## config.mk

```make
export PLATFORM = sky130hd
export DESIGN_NAME = foot_pedal_midi_event_generator
export DESIGN_NICKNAME = d
export VERILOG_FILES = /design/src/fpm_pkg.sv /design/src/fpm_note_adder.sv /design/src/foot_pedal_midi_event_generator.sv
export SDC_FILE = /design/constraint.sdc
export NUM_CORES = 1
export LEC_CHECK = 0
export ABC_AREA = 1
export ABC_CLOCK_PERIOD_IN_PS = 3250
export BUFFER_PORTS_ARGS = -buffer_cell sky130_fd_sc_hd__buf_2
export CAP_MARGIN = 25
export CORE_UTILIZATION = 60
export DETAILED_ROUTE_END_ITERATION = 8
export HOLD_SLACK_MARGIN = 0.05
export MAX_ROUTING_LAYER = met4
export PLACE_DENSITY = 0.89
export SYNTH_ARGS = -nofsm -noshare
export SYNTH_HDL_FRONTEND = slang
export SYNTH_HIERARCHICAL = 1
export SYNTH_SLANG_ARGS = --single-unit
export TNS_END_PERCENT = 5
```

## constraint.sdc

```tcl
create_clock -name clk -period 3.25 [get_ports clk]
set_input_delay 0.1625 -clock clk [delete_from_list [all_inputs] [get_ports clk]]
set_output_delay 0.1625 -clock clk [all_outputs]
set_load 0.01 [all_outputs]
```

## src/fpm_pkg.sv

```systemverilog
// Package for the foot pedal MIDI event generator: key map, USB-MIDI codes,
// the control bundle of the shared note adder. No dependencies.
package fpm_pkg;

  localparam int NOTE_KEYS   = 13;
  localparam int PRESET_KEYS = 6;
  localparam int ALL_KEYS    = NOTE_KEYS + 5 + PRESET_KEYS;
  localparam int KEY_W       = 5;
  localparam int NOTE_IW     = $clog2(NOTE_KEYS);

  localparam logic [KEY_W-1:0] OCT_KEY0      = KEY_W'(NOTE_KEYS);
  localparam logic [KEY_W-1:0] SUST_PROP_KEY = KEY_W'(NOTE_KEYS + 3);
  localparam logic [KEY_W-1:0] SUST_MIDI_KEY = KEY_W'(NOTE_KEYS + 4);
  localparam logic [KEY_W-1:0] PRESET_KEY0   = KEY_W'(NOTE_KEYS + 5);
  localparam logic [KEY_W-1:0] KEY_LIMIT     = KEY_W'(ALL_KEYS);

  localparam logic [3:0] CIN_NOTE   = 4'h9;
  localparam logic [7:0] ST_NOTE    = 8'h91;
  localparam logic [3:0] CIN_CC     = 4'hB;
  localparam logic [7:0] ST_CC      = 8'hB1;
  localparam logic [3:0] CIN_PC     = 4'hC;
  localparam logic [7:0] ST_PC      = 8'hC1;
  localparam logic [6:0] CC_SUSTAIN = 7'd64;
  localparam logic [6:0] VEL_ON     = 7'd127;

  localparam logic [1:0] MODE_NONE = 2'd0;
  localparam logic [1:0] MODE_PROP = 2'd1;
  localparam logic [1:0] MODE_MIDI = 2'd2;
  localparam logic [1:0] MODE_BAD  = 2'd3;

  localparam logic [1:0] OCT_MID  = 2'd0;
  localparam logic [1:0] OCT_HIGH = 2'd1;
  localparam logic [1:0] OCT_BAD  = 2'd2;
  localparam logic [1:0] OCT_LOW  = 2'd3;

  typedef struct packed {
    logic       load;
    logic       use_acc;
  } add_ctrl_t;

endpackage

```

## src/fpm_note_adder.sv

```systemverilog
// Shared 7-bit note adder with accumulator and held-note compare.
// Depends on fpm_pkg for the control bundle.
module fpm_note_adder import fpm_pkg::*; (
  input  logic      clk,
  input  add_ctrl_t ctrl,
  input  logic [6:0] opa,
  input  logic [6:0] opb,
  input  logic [6:0] cmp,
  output logic [6:0] acc,
  output logic       eq
);

  logic [6:0] acc_r;
  logic [6:0] acc_nxt;

  always_comb begin
    acc_nxt = acc_r;
    if (ctrl.load) begin
      acc_nxt = (ctrl.use_acc ? acc_r : opa) + opb;
    end
  end

  always_ff @(posedge clk) begin
    acc_r <= acc_nxt;
  end

  assign acc = acc_r;
  assign eq  = (acc_r == cmp);

endmodule

```

## src/foot_pedal_midi_event_generator.sv

```systemverilog
// Top level of the foot pedal MIDI event generator: sequencer, key state,
// output register. Depends on fpm_pkg and fpm_note_adder.
//
//  channel | ports                                        | handshake
//  input   | in_button, in_level                          | in_valid / in_ready
//  output  | out_code_index, out_status_byte, out_data_*  | out_valid / out_ready
//  config  | cfg_wr_data (base note)                      | cfg_wr_en, no wait
//
// A sustain-prop press sends a note-off for every note key, one beat per note
// key. One shared 7-bit adder forms the note, first base note plus key, then
// plus the octave offset; messages leave one a cycle through a single output
// register, and a stalled out_ready holds the sequencer. in_ready is high
// only while idle.
// Reset is synchronous, active low, and clears all key and mode state.
module foot_pedal_midi_event_generator import fpm_pkg::*; (
  input  logic             clk,
  input  logic             rst_n,
  input  logic             in_valid,
  output logic             in_ready,
  input  logic [KEY_W-1:0] in_button,
  input  logic             in_level,
  output logic             out_valid,
  input  logic             out_ready,
  output logic [3:0]       out_code_index,
  output logic [7:0]       out_status_byte,
  output logic [6:0]       out_data_one,
  output logic [6:0]       out_data_two,
  output logic             out_last,
  input  logic             cfg_wr_en,
  input  logic [5:0]       cfg_wr_data
);

  localparam logic [2:0] S_IDLE   = 3'd0;
  localparam logic [2:0] S_DISP   = 3'd1;
  localparam logic [2:0] S_ADD2   = 3'd2;
  localparam logic [2:0] S_NOTE   = 3'd3;
  localparam logic [2:0] S_NOTEON = 3'd4;
  localparam logic [2:0] S_SWEEP  = 3'd5;
  localparam logic [2:0] S_CCON   = 3'd6;
  localparam logic [2:0] S_CCOFF  = 3'd7;

  logic [2:0]         state_r, state_nxt;
  logic [KEY_W-1:0]   key_r, key_nxt;
  logic               press_r, press_nxt;
  logic               rel_r, rel_nxt;
  logic [NOTE_IW-1:0] cnt_r, cnt_nxt;
  logic [5:0]         base_r, base_nxt;
  logic [ALL_KEYS-1:0] prev_r, prev_nxt;
  logic [6:0]         kln_r [NOTE_KEYS];
  logic               kln_we;
  logic [6:0]         held_r, held_nxt;
  logic [1:0]         mode_r, mode_nxt;
  logic               gate_r, gate_nxt;
  logic [1:0]         oct_r, oct_nxt;

  logic               ov_r, ov_nxt;
  logic [3:0]         cin_r, cin_nxt;
  logic [7:0]         st_r, st_nxt;
  logic [6:0]         d1_r, d1_nxt;
  logic [6:0]         d2_r, d2_nxt;
  logic               last_r, last_nxt;

  add_ctrl_t          actl;
  logic [6:0]         add_b;
  logic [6:0]         acc;
  logic               acc_eq;
  logic [NOTE_IW-1:0] rd_idx;
  logic [6:0]         rd_note;
  logic [6:0]         oct_off;
  logic               emit_ok;
  logic               in_fire;
  logic [KEY_W-1:0]   preset_idx;

  fpm_note_adder u_adder (
    .clk  (clk),
    .ctrl (actl),
    .opa  ({1'b0, base_r}),
    .opb  (add_b),
    .cmp  (held_r),
    .acc  (acc),
    .eq   (acc_eq)
  );

  assign in_ready   = (state_r == S_IDLE);
  assign in_fire    = in_valid && in_ready;
  assign emit_ok    = !ov_r || out_ready;
  assign rd_idx     = (state_r == S_SWEEP) ? cnt_r : key_r[NOTE_IW-1:0];
  assign rd_note    = kln_r[rd_idx];
  assign preset_idx = key_r - PRESET_KEY0;

  always_comb begin
    unique case (oct_r)
      OCT_MID:  oct_off = 7'd0;
      OCT_HIGH: oct_off = 7'd12;
      OCT_BAD:  oct_off = 7'd104;
      OCT_LOW:  oct_off = 7'd116;
      default:  oct_off = 7'd0;
    endcase
  end

  always_comb begin
    state_nxt = state_r;
    key_nxt   = key_r;
    press_nxt = press_r;
    rel_nxt   = rel_r;
    cnt_nxt   = cnt_r;
    base_nxt  = cfg_wr_en ? cfg_wr_data : base_r;
    prev_nxt  = prev_r;
    kln_we    = 1'b0;
    held_nxt  = held_r;
    mode_nxt  = mode_r;
    gate_nxt  = gate_r;
    oct_nxt   = oct_r;
    ov_nxt    = ov_r && !out_ready;
    cin_nxt   = cin_r;
    st_nxt    = st_r;
    d1_nxt    = d1_r;
    d2_nxt    = d2_r;
    last_nxt  = last_r;
    actl      = '{load: 1'b0, use_acc: 1'b0};
    add_b     = {2'b00, key_r};

    unique case (state_r)
      S_IDLE: begin
        if (in_fire && in_button < KEY_LIMIT) begin
          key_nxt   = in_button;
          press_nxt = !in_level && prev_r[in_button];
          rel_nxt   = in_level && !prev_r[in_button];
          prev_nxt[in_button] = in_level;
          state_nxt = S_DISP;
        end
      end
      S_DISP: begin
        priority if (key_r < OCT_KEY0) begin
          if (press_r) begin
            actl      = '{load: 1'b1, use_acc: 1'b0};
            state_nxt = S_ADD2;
          end else if (rel_r && mode_r != MODE_PROP) begin
            if (emit_ok) begin
              ov_nxt = 1'b1; cin_nxt = CIN_NOTE; st_nxt = ST_NOTE;
              d1_nxt = rd_note; d2_nxt = 7'd0; last_nxt = 1'b1;
              state_nxt = S_IDLE;
            end
          end else begin
            state_nxt = S_IDLE;
          end
        end else if (key_r < SUST_PROP_KEY) begin
          if (press_r) begin
            if (key_r == OCT_KEY0) oct_nxt = OCT_LOW;
            else if (key_r == OCT_KEY0 + KEY_W'(1)) oct_nxt = OCT_MID;
            else oct_nxt = OCT_HIGH;
          end
          state_nxt = S_IDLE;
        end else if (key_r == SUST_PROP_KEY) begin
          cnt_nxt   = '0;
          state_nxt = press_r ? S_SWEEP : S_IDLE;
        end else if (key_r == SUST_MIDI_KEY) begin
          state_nxt = S_IDLE;
          if (press_r) begin
            if (mode_r == MODE_NONE || mode_r == MODE_PROP) begin
              gate_nxt  = 1'b1;
              mode_nxt  = MODE_MIDI;
              state_nxt = S_CCON;
            end else if (mode_r == MODE_MIDI) begin
              mode_nxt  = MODE_NONE;
              state_nxt = S_CCOFF;
            end
          end
        end else begin
          if (!press_r) begin
            state_nxt = S_IDLE;
          end else if (emit_ok) begin
            ov_nxt = 1'b1; cin_nxt = CIN_PC; st_nxt = ST_PC;
            d1_nxt = {2'b00, preset_idx}; d2_nxt = 7'd0; last_nxt = 1'b1;
            state_nxt = S_IDLE;
          end
        end
      end
      S_ADD2: begin
        actl      = '{load: 1'b1, use_acc: 1'b1};
        add_b     = oct_off;
        state_nxt = S_NOTE;
      end
      S_NOTE: begin
        if (mode_r == MODE_PROP && !acc_eq) begin
          if (emit_ok) begin
            ov_nxt = 1'b1; cin_nxt = CIN_NOTE; st_nxt = ST_NOTE;
            d1_nxt = held_r; d2_nxt = 7'd0; last_nxt = 1'b0;
            kln_we    = 1'b1;
            held_nxt  = acc;
            gate_nxt  = 1'b1;
            state_nxt = S_NOTEON;
          end
        end else begin
          kln_we = 1'b1;
          if (mode_r == MODE_PROP) gate_nxt = !gate_r;
          state_nxt = S_NOTEON;
        end
      end
      S_NOTEON: begin
        if (emit_ok) begin
          ov_nxt = 1'b1; cin_nxt = CIN_NOTE; st_nxt = ST_NOTE;
          d1_nxt = acc; d2_nxt = gate_r ? VEL_ON : 7'd0; last_nxt = 1'b1;
          state_nxt = S_IDLE;
        end
      end
      S_SWEEP: begin
        if (emit_ok) begin
          ov_nxt = 1'b1; cin_nxt = CIN_NOTE; st_nxt = ST_NOTE;
          d1_nxt = rd_note; d2_nxt = 7'd0;
          last_nxt = (cnt_r == NOTE_IW'(NOTE_KEYS - 1)) && (mode_r != MODE_MIDI);
          cnt_nxt  = cnt_r + NOTE_IW'(1);
          if (cnt_r == NOTE_IW'(NOTE_KEYS - 1)) begin
            state_nxt = S_IDLE;
            if (mode_r == MODE_MIDI || mode_r == MODE_NONE) begin
              held_nxt = 7'd0;
              mode_nxt = MODE_PROP;
              if (mode_r == MODE_MIDI) state_nxt = S_CCOFF;
            end else if (mode_r == MODE_PROP) begin
              gate_nxt = 1'b1;
              mode_nxt = MODE_NONE;
            end
          end
        end
      end
      S_CCON, S_CCOFF: begin
        if (emit_ok) begin
          ov_nxt = 1'b1; cin_nxt = CIN_CC; st_nxt = ST_CC;
          d1_nxt = CC_SUSTAIN; d2_nxt = (state_r == S_CCON) ? VEL_ON : 7'd0;
          last_nxt  = 1'b1;
          state_nxt = S_IDLE;
        end
      end
      default: state_nxt = S_IDLE;
    endcase
  end

  always_ff @(posedge clk) begin
    if (!rst_n) begin
      state_r <= S_IDLE;
      base_r  <= 6'd48;
      prev_r  <= '0;
      held_r  <= '0;
      mode_r  <= MODE_NONE;
      gate_r  <= 1'b1;
      oct_r   <= OCT_MID;
      ov_r    <= 1'b0;
      for (int i = 0; i < NOTE_KEYS; i++) kln_r[i] <= '0;
    end else begin
      state_r <= state_nxt;
      base_r  <= base_nxt;
      prev_r  <= prev_nxt;
      held_r  <= held_nxt;
      mode_r  <= mode_nxt;
      gate_r  <= gate_nxt;
      oct_r   <= oct_nxt;
      ov_r    <= ov_nxt;
      if (kln_we) kln_r[key_r[NOTE_IW-1:0]] <= acc;
    end
  end

  always_ff @(posedge clk) begin
    key_r   <= key_nxt;
    press_r <= press_nxt;
    rel_r   <= rel_nxt;
    cnt_r   <= cnt_nxt;
    cin_r   <= cin_nxt;
    st_r    <= st_nxt;
    d1_r    <= d1_nxt;
    d2_r    <= d2_nxt;
    last_r  <= last_nxt;
  end

  assign out_valid       = ov_r;
  assign out_code_index  = cin_r;
  assign out_status_byte = st_r;
  assign out_data_one    = d1_r;
  assign out_data_two    = d2_r;
  assign out_last        = last_r;

  a_mode_legal: assert property (@(posedge clk) disable iff (!rst_n)
    mode_r != MODE_BAD) else $error("sustain mode reached unused code");

  a_oct_legal: assert property (@(posedge clk) disable iff (!rst_n)
    oct_r != OCT_BAD) else $error("octave reached unused code");

  a_sweep_range: assert property (@(posedge clk) disable iff (!rst_n)
    state_r == S_SWEEP |-> cnt_r < NOTE_IW'(NOTE_KEYS)) else $error("sweep past last key");

  a_add_order: assert property (@(posedge clk) disable iff (!rst_n)
    state_r == S_ADD2 |-> $past(state_r) == S_DISP) else $error("adder step out of order");

  a_key_range: assert property (@(posedge clk) disable iff (!rst_n)
    state_r == S_DISP |-> key_r < KEY_LIMIT) else $error("dispatch of unknown key");

endmodule

```

==> results of run 1 <==
[per-stage QoR]
stage / cells / worst slack, ns / hold WS [ns] / area [um^2]
after global routing: 1479 / 0.102 / 0.0918 / 11400
final: 1479 / 0.272 / 0.0659 / 11400
after detailed placement: 1432 / 0.330 / 0.386 / 10700
after floorplan: 1207 / 0.669 / 0.261 / 10300
after CTS: 1479 / 0.305 / 0.0625 / 11400
after global placement: 1432 / 0.397 / 0.378 / 10700
[metal layers]
layer  GRT usage, %  wire (um)  vias up  share of wire [%]
met1           37.5       9720     4043                 38
met5              -          0        -                  0
met2           48.7      12200      508                 48
met4           16.3       1040        0                4.1
li1               -          -     4134                  -
met3           5.40       2520      100                9.9
[power groups by stage]
stage          clock (mW)  combinational (mW)  sequential [mW]
2_1_floorplan           0                1.00             3.12
3_3_place_gp            0                1.42             3.13
3_5_place_dp            0                1.44             3.14
4_1_cts              2.04                1.46             3.09
5_1_grt              2.13                1.63             3.11
6_report             2.05                1.50             3.09
[cells in the mapped netlist, types with 3 or more instances]
| cell type | instances |
|---|---|
| a211oi_1 | 4 |
| a21oi_1 | 56 |
| nand2_1 | 229 |
| buf_1 | 3 |
| xor2_1 | 5 |
| edfxtp_1 | 151 |
| clkbuf_1 | 32 |
| o21ai_0 | 30 |
| nand3_2 | 3 |
| inv_2 | 5 |
| buf_4 | 11 |
| nand3b_1 | 26 |
| dfxtp_1 | 46 |
| inv_1 | 125 |
| a31oi_1 | 5 |
| buf_2 | 13 |
| nor2_2 | 4 |
| ha_1 | 16 |
| a22oi_1 | 12 |
| nor3_1 | 33 |
| nor2_1 | 175 |
| xnor2_1 | 7 |
| nand3_1 | 167 |
| or2_2 | 4 |
| nor4_1 | 5 |
| o21ai_2 | 3 |
| o221ai_1 | 4 |
| nand4_1 | 5 |
[worst min-delay path by stage]
stage              startpoint                     end  slack [ns]
6_report            cfg_wr_en  base_r[1]$_SDFFE_PN0P_        0.07
5_1_grt             cfg_wr_en  base_r[1]$_SDFFE_PN0P_        0.09
4_1_cts             cfg_wr_en  base_r[2]$_SDFFE_PN0P_        0.06
3_5_place_dp   cfg_wr_data[4]  base_r[4]$_SDFFE_PN1P_        0.39
3_3_place_gp   cfg_wr_data[4]  base_r[4]$_SDFFE_PN1P_        0.38
2_1_floorplan    in_button[0]      key_r[0]$_DFFE_PP_        0.26
[timing repair]
| item | 4_1_cts | 5_1_grt |
|---|---|---|
| endpoints found under the hold margin | 11 | 0 |
| setup buffers | 0 | 0 |
| hold buffers | 15 | 0 |
[kinds of logic after synthesis]
group           synth area share, %
simple gates                   28.8
flops                          53.1
buf+inv                        7.74
compound gates                 7.16
fa+ha+maj                      2.14
xor+xnor                       1.02
other cells                  0.0365
[state kept, by name (all words and copies together), names as in the netlist, 2 cells and up]
name,cells
base_r,6
cnt_r,4
held_r,7
key_r,5
kln_r,112
mode_r,2
oct_r,2
out_code_index,4
out_data_one,7
out_status_byte,8
prev_r,24
state_r,3
u_adder/acc,7
[cell type report]
cell class	count	area, um^2	area share (%)
Timing Repair Buffer	80	551	4.84
Clock buffer	20	458	4.03
Inverter	133	504	4.43
Multi-Input combinational cell	817	4020	35.4
Clock inverter	12	109	0.957
Tap cell	220	275	2.42
Sequential cell	197	5460	48.0
[worst register-to-register path, cell delays in order (launching register included)]
cell and delay [ns]:
dfxtp_1 0.47, nor2_1 0.23, inv_1 0.11, nor2_1 0.53, nand2_1 0.14, nand2_1 0.10, ha_1 0.21, inv_1 0.08
fa_1 0.42, inv_1 0.08, nand2_1 0.05, nand2_1 0.08, nand3_1 0.09, nand3_1 0.09, nand2_1 0.05
==> results.md, run 1 <==
- Maximum clock skew at final layout: 0.0150 ns
- Data required time at the worst endpoint: 3.45 ns
- Total of cells resized after clock tree synthesis: 0
- Number of diodes: 0
- Power Internal: 4.45 mW
- Least-Margin Pin Slew: 1.08 ns
- Sequential element share of the synthesized area: 53.1%
- Cell repeated most along the worst path: nand2_1
- Depth of the worst register-to-register path: 14
- Count of buffer and inverter cells on the critical path: 3
- Share of final-layout standard cells stronger than drive strength 1: 9.61%
- Largest cells by area after synthesis: edfxtp_1, dfxtp_1, nand2_1
- Number of cell rows: 47
- Most common library cell in the layout ignoring fill and taps: nand2_1
- Fin. Hold Viols: 0
- Sequential group share of total power: 46.5%
- Cell count after synthesis: 1206
- Worst stage delay on the critical path: 0.53 ns
- Logic pwr share: 22.6%
- Post-synth top flop: edfxtp_1
- Worst Path Max Fanout: 12
- Reg-to-reg setup timing slack: 0.27 ns
- H-tree depth: 4
- Critical path capture point: u_adder/acc[6]$_DFFE_PP_
- Clock network power share: 30.9%
- Leading cell types in the layout, fill and taps excluded: nand2_1, nor2_1, nand3_1
- Share of Yosys cell area claimed by the top area cell type: 44.2%
- Net total in the final layout: 1280
- Power Density: 584 mW/mm^2
- Setup tns final: 0 ns
- CTS tree: done
- Static leakage: 4.70 nW
- Relative area change from synthesis to final layout: 10.8%
- Launching element type of the critical path: flip-flop
- Netlist area before placement: 0.0103 mm^2
- Switching power share of the total: 33.0%
- Flip-flop and latch count after synthesis: 197
- Mean routed wirelength per cell: 17.2 um
- Fraction of the cycle the final worst path needs: 91.6%
- Type of destination of the critical path: flip-flop
- Ordered list of cells on the worst path: nor2_1 -> inv_1 -> nor2_1 -> nand2_1 -> nand2_1 -> ha_1 -> inv_1 -> fa_1 -> inv_1 -> nand2_1 -> nand2_1 -> nand3_1 -> nand3_1 -> nand2_1
- Global-route wire length before repair: 40500 um
- Type of the worst setup path: flip-flop to flip-flop
- Asr flop ratio synth: 0%
- Source of the critical timing path: state_r[2]$_SDFFE_PN0P_
- Die boundary width: 133 um
- Iteration-0 DRC Markers: 978
- Hold path cells: 3
- Post-route minimum period: 2.98 ns
- Critical path data arrival time: 3.18 ns
- Starting density of the core: 61.7%
- Mean cell area of the mapped netlist: 8.52 um^2
- Ys Warns: 6
- IR drop worst, VDD: 0.453 mV
- Post-synthesis cell type with the largest combined area: edfxtp_1
- Core Footprint: 0.0166 mm^2
- Die extent in y: 133 um
- Clock latency on the worst-skew pair: 0.45 ns
- Remaining routing DRC violations: 0
- Post-route total power: 6.64 mW
- Slew Limit Headroom: 28.0%
- Via Count: 8785
- Clk root buf: clkbuf_16
- F_max: 336 MHz
- Number of antenna violations at the first check in global routing: 0
- Detailed Route WL: 25500 um
- Delay-heaviest family, CP: simple AND/OR/NAND/NOR gates
- Endpoint of the lowest-slack register-to-register path: u_adder/acc[6]$_DFFE_PP_
- Largest net degree at the start of global routing: 57
- I/O Buffers: 45
- Setup repair after global routing missed its margin: no
- Number of vias per cell after detailed routing: 5.94
- Pre-antenna DRT Iters: 7
- # clock sinks: 197
- Max_cap viols: 0
- Number of synthesized flops with an enable pin: 151
- Switching power: 2.19 mW
- Number of logic stages on the critical path including buffering: 14
- Vias in the first global route: 8261
- Type of the worst min-delay path: input port to flip-flop
- I/O pin cnt: 46
- Half-perimeter wire length after placement: 16900 um
- Yosys cell types: 47
- All-layer global routing usage: 30.7%
- Finish-stage setup viols: 0
- Overflow left after global routing: 0
- Fraction of the core area covered by cells at the end of the flow: 68.4%
- Number of inserted filler cells in the final layout: 1236
- Antenna Violating Nets Remaining: 0
- Outcome: completed
- Maximum buffer depth of the clock tree: 2
- Clock transition at path regs: 0.07 ns
- Final GP Congestion: 0.948
- Number of pins exceeding their max-slew limit in the final report: 0
- Worst reg2reg startpoint: state_r[2]$_SDFFE_PN0P_
- CTS Buf Count: 17
- Area of the die: 0.0176 mm^2
- Critical path's slowest cell: nor2_1
Note: power is estimated with default switching activity, not from simulation.
==> run 2: changes to the inputs <==
Settings changed: ABC_CLOCK_PERIOD_IN_PS 3250 to 2900, CTS_BUF_LIST set to sky130_fd_sc_hd__clkbuf_16.
Clock period 3.25 ns to 2.9 ns, I/O delays scaled along.
==> results.md, run 2 (synthesis gave the netlist of run 1 again) <==
- Reg-to-reg setup timing slack: 0.29 ns (was 0.27 ns)
- Starting density of the core: 61.7% (unchanged)
- Most common library cell in the layout ignoring fill and taps: nand2_1 (unchanged)
- Post-route minimum period: 2.61 ns (was 2.98 ns)
- Placed Instance Area: 0.0108 mm^2 (was 0.0107 mm^2)
- Pre-antenna DRT Iters: 6 (was 7)
- # clock sinks: 197 (unchanged)
- Fraction of the cycle the final worst path needs: 89.9% (was 91.6%)
- Largest net degree at the start of global routing: 57 (unchanged)
- Finish-stage setup viols: 0 (unchanged)
- Maximum buffer depth of the clock tree: 2 (unchanged)
- Core Footprint: 0.0166 mm^2 (unchanged)
- Net total in the final layout: 1296 (was 1280)
- Maximum clock skew at final layout: 0.0120 ns (was 0.0150 ns)
- Remaining routing DRC violations: 0 (unchanged)
- Setup repair after global routing missed its margin: no (unchanged)
- Number of logic stages on the critical path including buffering: 11 (was 14)
- Critical path data arrival time: 2.73 ns (was 3.18 ns)
- Global-route wire length before repair: 41800 um (was 40500 um)
- Detailed Route WL: 26200 um (was 25500 um)
- Mean routed wirelength per cell: 17.5 um (was 17.2 um)
- Number of flip-flops in the largest register: 112 (unchanged)
- Relative area change from synthesis to final layout: 12.1% (was 10.8%)
- Worst stage delay on the critical path: 0.51 ns (was 0.53 ns)
- Iteration-0 DRC Markers: 959 (was 978)
- Area of the die: 0.0176 mm^2 (unchanged)
- F_max: 383 MHz (was 336 MHz)
- Via Count: 8946 (was 8785)
- Count of buffer and inverter cells on the critical path: 1 (was 3)
- Worst reg2reg startpoint: u_adder/acc[2]$_DFFE_PP_ (was state_r[2]$_SDFFE_PN0P_)
- Die extent in y: 133 um (unchanged)
- Clock latency on the worst-skew pair: 0.45 ns (about the same)
- I/O Buffers: 45 (unchanged)
- Fin. Hold Viols: 0 (unchanged)
- Hold path cells: 4 (was 3)
- Number of pins exceeding their max-slew limit in the final report: 0 (unchanged)
- Antenna Violating Nets Remaining: 0 (unchanged)
- Hold EP: base_r[4]$_SDFFE_PN1P_ (was base_r[1]$_SDFFE_PN0P_)
- Final instance area: 0.0115 mm^2 (was 0.0114 mm^2)
- Type of the worst setup path: flip-flop to flip-flop (unchanged)
- Launching element type of the critical path: flip-flop (unchanged)
- Worst Path Max Fanout: 8 (was 12)
- CTS tree: done (unchanged)
- Number of cell rows: 47 (unchanged)
- Type of the worst min-delay path: input port to flip-flop (unchanged)
- Least-Margin Pin Slew: 1.06 ns (was 1.08 ns)
- IR drop worst, VDD: 0.525 mV (was 0.453 mV)
- Max_cap viols: 0 (unchanged)
- Endpoint of the lowest-slack register-to-register path: kln_r[5][2]$_SDFFCE_PN0P_ (was u_adder/acc[6]$_DFFE_PP_)
- Vias in the first global route: 8469 (was 8261)
- Overflow left after global routing: 0 (unchanged)
- Leading cell types in the layout, fill and taps excluded: nand2_1, nor2_1, nand3_1 (unchanged)
- Half-perimeter wire length after placement: 17800 um (was 16900 um)
- Power Density: 644 mW/mm^2 (was 584 mW/mm^2)
- I/O pin cnt: 46 (unchanged)
- Top register by number of flip-flops: kln_r (unchanged)
- Delay-heaviest family, CP: simple AND/OR/NAND/NOR gates (unchanged)
- Number of diodes: 0 (unchanged)
- Critical path's slowest cell: edfxtp_1 (was nor2_1)
- Outcome: completed (unchanged)
- Clock transition at path regs: 0.07 ns (about the same)
- Setup tns final: 0 ns (unchanged)
- All-layer global routing usage: 31.5% (was 30.7%)
- Static leakage: 4.79 nW (was 4.70 nW)
- Slew Limit Headroom: 29.2% (was 28.0%)
- Die boundary width: 133 um (unchanged)
- Clk root buf: clkbuf_16 (unchanged)
- Number of antenna violations at the first check in global routing: 0 (unchanged)
- H-tree depth: 4 (unchanged)
- CTS Buf Count: 17 (unchanged)
- Worst hold start: cfg_wr_en (unchanged)
- Final GP Congestion: 0.978 (was 0.948)
- Share of final-layout standard cells stronger than drive strength 1: 10.6% (was 9.61%)
- Ordered list of cells on the worst path: xor2_1 -> nor2_1 -> nand2_1 -> nor2_1 -> or2_2 -> nor2_1 -> nor3_4 -> inv_2 -> nor3_2 -> nand2_1 -> nand2_1 (was nor2_1 -> inv_1 -> nor2_1 -> nand2_1 -> nand2_1 -> ha_1 -> inv_1 -> fa_1 -> inv_1 -> nand2_1 -> nand2_1 -> nand3_1 -> nand3_1 -> nand2_1)
- Depth of the worst register-to-register path: 11 (was 14)
- Data required time at the worst endpoint: 3.02 ns (was 3.45 ns)
- Number of vias per cell after detailed routing: 5.99 (was 5.94)
- Type of destination of the critical path: flip-flop (unchanged)
run 2: timing repair:
item | 4_1_cts | 5_1_grt
setup buffers | 0 | 0
hold endpoints to repair | 11 | 0
setup endpoints to repair | 0 | 1
hold buffers | 17 | 0
gates resized for setup | 0 | 1
run 2: stage by stage:
step / std cells / hold slack [ns] / power [mW] / worst slack (ns) / utilization [%]
5_1_grt: 1494 / 0.165 / 7.68 / 0.0883 / 69.2
6_report: 1494 / 0.117 / 7.41 / 0.292 / 69.2
2_1_floorplan: 1207 / 0.244 / 4.61 / 0.319 / -
3_5_place_dp: 1446 / 0.361 / 5.17 / 0.287 / 64.8
3_3_place_gp: 1444 / 0.365 / 5.12 / 0.341 / 64.6
4_1_cts: 1494 / 0.105 / 7.37 / 0.269 / 69.1
run 2: tightest hold or removal path, stage by stage:
cell and delay [ns]:
buf_2 0.13, inv_1 0.11, nand2_1 0.07, nand3_1 0.05
run 2: how the worst max path moves through the flow:
stage	start	slack [ns]	end
2_1_floorplan	state_r[2]$_SDFFE_PN0P_	0.32	u_adder/acc[6]$_DFFE_PP_
3_3_place_gp	state_r[0]$_SDFFE_PN0P_	0.34	u_adder/acc[6]$_DFFE_PP_
3_5_place_dp	state_r[0]$_SDFFE_PN0P_	0.29	u_adder/acc[6]$_DFFE_PP_
4_1_cts	state_r[0]$_SDFFE_PN0P_	0.27	u_adder/acc[6]$_DFFE_PP_
5_1_grt	u_adder/acc[2]$_DFFE_PP_	0.09	kln_r[7][6]$_SDFFCE_PN0P_
6_report	u_adder/acc[2]$_DFFE_PP_	0.29	kln_r[5][2]$_SDFFCE_PN0P_
run 2: power breakdown:
group          leakage, nW  total, mW  switching [mW]  internal (mW)
sequential            1.85       3.45           0.160           3.30
clock                0.273       2.23            1.11           1.12
combinational         2.67       1.73            1.18          0.543
total                 4.79       7.41            2.45           4.96
run 2: final cells by class:
class | count | area [um^2]
well taps | 220 | 275
inverters | 133 | 504
multi-input cells | 817 | 4030
clock buffers | 17 | 425
repair buffers | 96 | 703
clock inverters | 14 | 119
flip-flops and latches | 197 | 5460
fillers | 1236 | 5130
run 2: per-layer routing:
layer,GRT usage (%),share of wire [%],vias up
met5,-,0,-
met4,12.1,3.5,0
met3,5.48,9.3,100
met2,52.3,49,515
met1,38.4,38,4173
li1,-,-,4158
